`src/rtl/oal_pkg.sv`:
```
package oal_pkg;

  localparam int VALUE_BITS = 32;
  localparam int KIND_BITS  = 2;

  typedef enum logic [KIND_BITS-1:0] {
    KIND_GET    = 2'd0,
    KIND_LOCATE = 2'd1,
    KIND_INSERT = 2'd2,
    KIND_DELETE = 2'd3
  } kind_t;

  typedef enum logic [1:0] {
    ST_IDLE,
    ST_EVAL,
    ST_DONE
  } state_t;

  typedef struct packed {
    logic capture;
    logic get_en;
    logic locate_en;
    logic insert_en;
    logic delete_en;
  } cell_ctrl_t;

endpackage

```
`src/rtl/oal_cell.sv`:
```
module oal_cell #(
  parameter int CELL_INDEX = 0,
  parameter int POS_BITS   = 7,
  parameter int WORD_BITS  = 32
) (
  input  logic                 clk,
  input  oal_pkg::cell_ctrl_t  ctrl,
  input  logic [POS_BITS-1:0]  position,
  input  logic [POS_BITS-1:0]  count,
  input  logic [WORD_BITS-1:0] key,
  input  logic [WORD_BITS-1:0] left_data,
  input  logic [WORD_BITS-1:0] right_data,
  output logic [WORD_BITS-1:0] data,
  output logic                 hit
);
  import oal_pkg::*;

  localparam logic [POS_BITS-1:0] MY_POS = POS_BITS'(CELL_INDEX);

  logic below_count;
  logic at_pos;
  logic after_pos;
  logic [WORD_BITS-1:0] data_next;
  logic hit_next;

  assign below_count = MY_POS < count;
  assign at_pos      = MY_POS == position;
  assign after_pos   = MY_POS > position;

  always_comb begin
    data_next = data;
    if (ctrl.insert_en) begin
      if (at_pos) begin
        data_next = key;
      end else if (after_pos) begin
        data_next = left_data;
      end
    end else if (ctrl.delete_en) begin
      if (at_pos || after_pos) begin
        data_next = right_data;
      end
    end
  end

  assign hit_next = below_count &&
                    ((ctrl.get_en && at_pos) || (ctrl.locate_en && (data == key)));

  always_ff @(posedge clk) begin
    data <= data_next;
    if (ctrl.capture) begin
      hit <= hit_next;
    end
  end

endmodule

```
`config.mk`:
```
export PLATFORM = sky130hd
export DESIGN_NAME = oal_cell
export DESIGN_NICKNAME = d
export VERILOG_FILES = /design/src/rtl/oal_pkg.sv /design/src/rtl/oal_cell.sv
export SDC_FILE = /design/constraint.sdc
export NUM_CORES = 1
export LEC_CHECK = 0
export BUFFER_PORTS_ARGS = -buffer_cell sky130_fd_sc_hd__buf_2
export CORE_ASPECT_RATIO = 0.7
export CORE_UTILIZATION = 44
export CTS_BUF_LIST = sky130_fd_sc_hd__clkbuf_4 sky130_fd_sc_hd__clkbuf_8 sky130_fd_sc_hd__clkbuf_16
export CTS_CLUSTER_SIZE = 40
export DETAILED_ROUTE_END_ITERATION = 6
export GPL_TIMING_DRIVEN = 0
export PLACE_DENSITY_LB_ADDON = 0.1
export SYNTH_ARGS = -nofsm -noshare
export SYNTH_HDL_FRONTEND = slang
export SYNTH_SLANG_ARGS = --single-unit
```
`constraint.sdc`:
```
create_clock -name clk -period 4.8 [get_ports clk]
set_clock_uncertainty 0.1 [all_clocks]
set_input_delay 0.96 -clock clk [delete_from_list [all_inputs] [get_ports clk]]
set_output_delay 0.96 -clock clk [all_outputs]
set_load 0.02 [all_outputs]
```
Word level (Yosys, flattened, before mapping)
Cells that the tools add are included.
- reductions and logical operators: 9
- magnitude comparators: 2
- equal/unequal tests: 2
- muxes and demuxes: 5
- operator list (cell ; count):
    two-way mux 32 bit ; 5
    == test 32 bit ; 1
    greater-than comparator 1 x 7 -> 1 bit (first input constant) ; 1
    zero test 7 bit ; 1
    less-than comparator 1 x 7 -> 1 bit (first input constant) ; 1
    nonzero test 2 bit ; 2
    logical AND 1 bit ; 3
    != test 3 x 1 -> 1 bit (second input constant) ; 1
    AND reduction 3 bit ; 1
    logical OR 1 bit ; 2
- register bits after elaboration: 33
- output and inout bits: 33
- input port bits: 116

Logic depth before layout (Yosys ltp)
- depth in word-level cells: 5
- gate-level depth with buffers: 6
- gate-level depth less buffers: 5

Least setup slack after synthesis
No wires, ideal clock.
- path kind: input-to-reg
- start: input position[4]
- end: register data[0] (enable)
- cell stages on the path: 4
- arrival: 2.975 ns
- data required time: 4.279 ns
- setup time: 0.421 ns
- path slack: 1.304 ns
- buffers on the path: 1
- cell sequence: nor4_2 > nand2_2 > buf_6 > nor2_1
- word-level cells in the longest chain between the ends: 4
- RTL lines (what ; line ; source):
    from (decl) ; oal_cell.sv:8 ; input logic [POS_BITS-1:0] position,
    greater-than comparator 1 x 7 -> 1 bit or zero test 7 bit (tied branches) ; oal_cell.sv:28, oal_cell.sv:27 ;
    logical OR 1 bit ; oal_cell.sv:39 ; if (at_pos || after_pos) begin
    nonzero test 2 bit (no line) ; - ;
    AND reduction 3 bit (no line) (*) ; - ;
    to (signal assigned) ; oal_cell.sv:49 ; data <= data_next;
    to (decl) ; oal_cell.sv:13 ; output logic [WORD_BITS-1:0] data,
Mark *: on every way between the ends. The rest lies on a longest branch, timed or not.
A chain may end at the register's enable or synchronous reset.

Worst setup path in the final report
- start: input ctrl[1] (netlist name)
- end: register data[10] (enable)
- word-level cells in the longest chain between the ends: 2
- RTL lines (what ; line ; source):
    from (decl) ; oal_cell.sv:7 ; input oal_pkg::cell_ctrl_t ctrl,
    != test 3 x 1 -> 1 bit (no line) or nonzero test 2 bit (tied branches) ; - ;
    AND reduction 3 bit (no line) (*) ; - ;
Marked as above.

==> impl_metrics.prom <==
# TYPE chip_impl_metric gauge
chip_impl_info{name="status",value="finished with violations"} 1
chip_impl_info{name="failing_checks",value="design-rule violations"} 1
chip_impl_metric{name="yosysUniqueCellTypes",unit=""} 16
chip_impl_info{name="setup.worst_path.class",value="in2reg"} 1
chip_impl_info{name="root_buffer",value="sky130_fd_sc_hd__clkbuf_8"} 1
chip_impl_metric{name="antenna_cells_inserted",unit=""} 0
chip_impl_metric{name="floorplan.die_area",unit="mm^2"} 0.00498
chip_impl_metric{name="synth_sequential_area_ratio",unit="%"} 48.0
chip_impl_metric{name="insertion_delay_to_the_later_sink_of_the_worst_skew_pair",unit="ps"} 280
chip_impl_metric{name="synth_fp_nets",unit=""} 309
chip_impl_metric{name="finalPower",unit="W"} 0.000634
chip_impl_metric{name="dp_hpwl",unit="um"} 4510
chip_impl_metric{name="htreeDepth",unit=""} 2
chip_impl_metric{name="chipWidth",unit="um"} 83.9
chip_impl_metric{name="worst_slew_pin_slew",unit="ps"} 891
chip_impl_metric{name="static_leakage",unit="nW"} 1.48
chip_impl_info{name="cell_type_with_the_highest_aggregate_area_in_the_netlist",value="sky130_fd_sc_hd__edfxtp_1"} 1
chip_impl_info{name="cp-end-kind",value="register"} 1
chip_impl_metric{name="synth-edff-count",unit=""} 33
chip_impl_metric{name="final_design_instance_area_without_fill",unit="mm^2"} 0.00296
chip_impl_metric{name="synth.cell_area",unit="mm^2"} 0.00207
chip_impl_metric{name="setup_viol",unit=""} 0
chip_impl_metric{name="wire_length_of_the_first_global_routing_pass",unit="um"} 8800
chip_impl_metric{name="detailroute.via_count",unit=""} 2043
chip_impl_metric{name="post-cts-setup-buffers",unit=""} 0
chip_impl_metric{name="grt_pass1_vias",unit=""} 1841
chip_impl_info{name="synth_most_common_cell",value="sky130_fd_sc_hd__nor2_1"} 1
chip_impl_metric{name="cts_repair_resize_count",unit=""} 0
chip_impl_metric{name="power.ir.vdd_worst",unit="mV"} 0.135
chip_impl_metric{name="antenna_violations_before_repair",unit=""} 0
chip_impl_metric{name="post_dp_cell_area",unit="mm^2"} 0.00288
chip_impl_metric{name="syn_to_final_growth",unit="%"} 43.2
chip_impl_metric{name="timing.final.ws_setup",unit="ps"} 2000
chip_impl_metric{name="starting_density_of_the_core",unit="%"} 46.6
chip_impl_metric{name="num_io_pins",unit=""} 149
chip_impl_info{name="grt_setup_unrepaired",value="no"} 1
chip_impl_metric{name="switching_share",unit="%"} 23.3
chip_impl_metric{name="post_synth.cell_area_avg",unit="um^2"} 10.7
chip_impl_metric{name="power-per-cell-area",unit="mW/mm^2"} 214
chip_impl_metric{name="slew_violations",unit=""} 0
chip_impl_metric{name="seq_power_share",unit="%"} 50.9
chip_impl_info{name="post_synth_most_frequent_cells",value="sky130_fd_sc_hd__nor2_1 (35), sky130_fd_sc_hd__edfxtp_1 (33), sky130_fd_sc_hd__a21oi_1 (32), sky130_fd_sc_hd__mux2i_1 (32), sky130_fd_sc_hd__xnor2_1 (30)"} 1
chip_impl_metric{name="final.fill_count",unit=""} 383
chip_impl_metric{name="worst_hold_slack",unit="ps"} 729
chip_impl_metric{name="detail_route.drc_violations",unit=""} 18
chip_impl_metric{name="clk_pin_slew",unit="ps"} 60
chip_impl_metric{name="post-synth-top-area-fraction",unit="%"} 48.0
chip_impl_info{name="ys_dominant_reg_cell",value="sky130_fd_sc_hd__edfxtp_1"} 1
chip_impl_metric{name="drt.antenna.violating_nets",unit=""} 0
chip_impl_metric{name="timing.critical_path.fanout_max",unit=""} 32
chip_impl_metric{name="route.detailed.vias_per_inst",unit=""} 5.08
chip_impl_metric{name="tritoncts_num_sinks",unit=""} 33
chip_impl_info{name="cts_tree",value="yes"} 1
chip_impl_metric{name="grt_overflow_total",unit=""} 0
chip_impl_metric{name="share_of_total_power_in_the_clock_network",unit="%"} 30.9
chip_impl_metric{name="cts_made_buffers",unit=""} 5
chip_impl_metric{name="dp_worst_setup_slack",unit="ps"} 1700
chip_impl_metric{name="place.gp.congestion",unit=""} 0.774
chip_impl_metric{name="groute.usage.overall",unit="%"} 23.9
chip_impl_metric{name="std_cell_rows",unit=""} 20
chip_impl_metric{name="clock.fmax",unit="MHz"} 357
chip_impl_metric{name="timing.slew.headroom",unit="%"} 40.4
chip_impl_metric{name="hold_violations",unit=""} 0
chip_impl_metric{name="cap_violations",unit=""} 0
chip_impl_metric{name="finalWorstPathRequiredPeriod",unit="ps"} 2800
chip_impl_metric{name="floorplan.core_area",unit="mm^2"} 0.00443
chip_impl_metric{name="internal-power",unit="W"} 0.000486
chip_impl_info{name="worst_setup_path_start_kind",value="input pin"} 1
chip_impl_metric{name="p_comb_share",unit="%"} 18.2
chip_impl_metric{name="synthArstFlopShare",unit="%"} 0
chip_impl_metric{name="drt_first_pass_iters",unit=""} 6
chip_impl_metric{name="syn_inst",unit=""} 193
chip_impl_metric{name="drive_gt1_share",unit="%"} 46.1
chip_impl_metric{name="worst_ep_arrival_time",unit="ps"} 2600
chip_impl_metric{name="grt_start_max_net_pins",unit=""} 33
chip_impl_metric{name="switchingPower",unit="W"} 0.000148
chip_impl_metric{name="io_buffers",unit=""} 147
chip_impl_metric{name="totalWireLength",unit="um"} 5770
chip_impl_metric{name="cp.required",unit="ps"} 4610
chip_impl_metric{name="finalCritPeriodShare",unit="%"} 58.3
chip_impl_metric{name="postSynthRegisterBits",unit=""} 33
chip_impl_metric{name="yosysWarningCount",unit=""} 0
chip_impl_metric{name="wl_per_cell",unit="um"} 14.4
chip_impl_info{name="worstHoldPathType",value="reg2reg"} 1
chip_impl_metric{name="drtIter0Drc",unit=""} 132
chip_impl_metric{name="fp.dieH",unit="um"} 59.3
chip_impl_info{name="yosys-top-cells-area",value="sky130_fd_sc_hd__edfxtp_1 (48%), sky130_fd_sc_hd__mux2i_1 (16%), sky130_fd_sc_hd__xnor2_1 (13%)"} 1
chip_impl_metric{name="holdBufCountCts",unit=""} 0
chip_impl_metric{name="layout.nets",unit=""} 463
chip_impl_metric{name="fin_tns_setup",unit="ps"} 0
chip_impl_metric{name="cts.path.max_buffers",unit=""} 2
-- cells by family (layout without fill, tap and decap cells) --
kind of cell,count (synthesis),count (layout),share of synthesized area (%)
AO/OA/AOI/OAI,32,32,7.75
XOR/XNOR,32,32,13.6
buffers and inverters,10,164,2.91
flip-flops,33,33,48.0
multiplexers,32,32,15.5
AND/OR/NAND/NOR,54,54,12.3
-- power groups by stage --
stage | Sequential, W | Clock [W] | Combinational (W)
floorplan | 0.000331 | 0 | 0.0000470
global route | 0.000322 | 0.000214 | 0.000127
global placement | 0.000329 | 0 | 0.000111
CTS | 0.000322 | 0.000201 | 0.000115
detailed placement | 0.000329 | 0 | 0.000115
finish | 0.000322 | 0.000196 | 0.000115
-- per-stage QoR --
| step | utilization (%) | cells |
|---|---|---|
| after CTS | 66.8 | 402 |
| after floorplan | - | 193 |
| after detailed placement | 65.0 | 395 |
| after global routing | 66.8 | 402 |
| after global placement | 64.8 | 395 |
| final | 66.8 | 402 |
-- routing by layer --
metal  share of wire (%)  track usage [%]  vias up  wire [um]
li1                    -                -     1005          -
met1                  44             31.9      947       2550
met2                  47             39.2       88       2740
met3                 7.9             5.85        3        455
met4                0.49             7.14        0         28
met5                   0                0        -          0
-- path summary, 6_finish.rpt --
check	startpoint	to	slack (ps)	depth (start not counted)
worst min-delay path	data[23]$_DFFE_PP_	hit$_DFFE_PP_	730	5
worst max register to register	data[27]$_DFFE_PP_	hit$_DFFE_PP_	3100	5
worst max-delay path	ctrl[1]	data[10]$_DFFE_PP_	2000	4
worst min register to register	data[23]$_DFFE_PP_	hit$_DFFE_PP_	730	5
-- worst max-delay path: stages --
cell,delay [ps]
sky130_fd_sc_hd__clkbuf_1,320
sky130_fd_sc_hd__clkbuf_1,440
sky130_fd_sc_hd__nor2_1,150
sky130_fd_sc_hd__nor2_4,700
-- flip-flops by register name (all words and copies together), names as in the netlist --
name and count:
data 32, hit 1
-- layout by cell type (no fill, tap or decap) --
cell,instances
sky130_fd_sc_hd__nand2_2,1
sky130_fd_sc_hd__nor4_2,2
sky130_fd_sc_hd__clkbuf_4,1
sky130_fd_sc_hd__nor4_1,2
sky130_fd_sc_hd__mux2i_1,32
sky130_fd_sc_hd__nand4_1,7
sky130_fd_sc_hd__nand3_1,2
sky130_fd_sc_hd__edfxtp_1,33
sky130_fd_sc_hd__buf_6,3
sky130_fd_sc_hd__xnor2_1,30
sky130_fd_sc_hd__a21oi_1,32
sky130_fd_sc_hd__clkbuf_8,5
sky130_fd_sc_hd__clkbuf_1,7
sky130_fd_sc_hd__clkinv_1,1
sky130_fd_sc_hd__nor2_1,34
sky130_fd_sc_hd__nor3_1,2
sky130_fd_sc_hd__nand2_1,2
sky130_fd_sc_hd__nor2_4,1
sky130_fd_sc_hd__buf_2,147
sky130_fd_sc_hd__xor2_1,2
sky130_fd_sc_hd__or4_1,1
-- cell type report --
class	count	area, um^2	share of cell area (%)
plain buffers	10	60.1	2.03
clock buffers	6	76.3	2.58
clock inverters	1	3.75	0.127
multi-input cells	150	1020	34.6
flip-flops and latches	33	991	33.5
well taps	55	68.8	2.33
repair buffers	147	736	24.9
No activity file was read; power rests on OpenSTA's default activity.
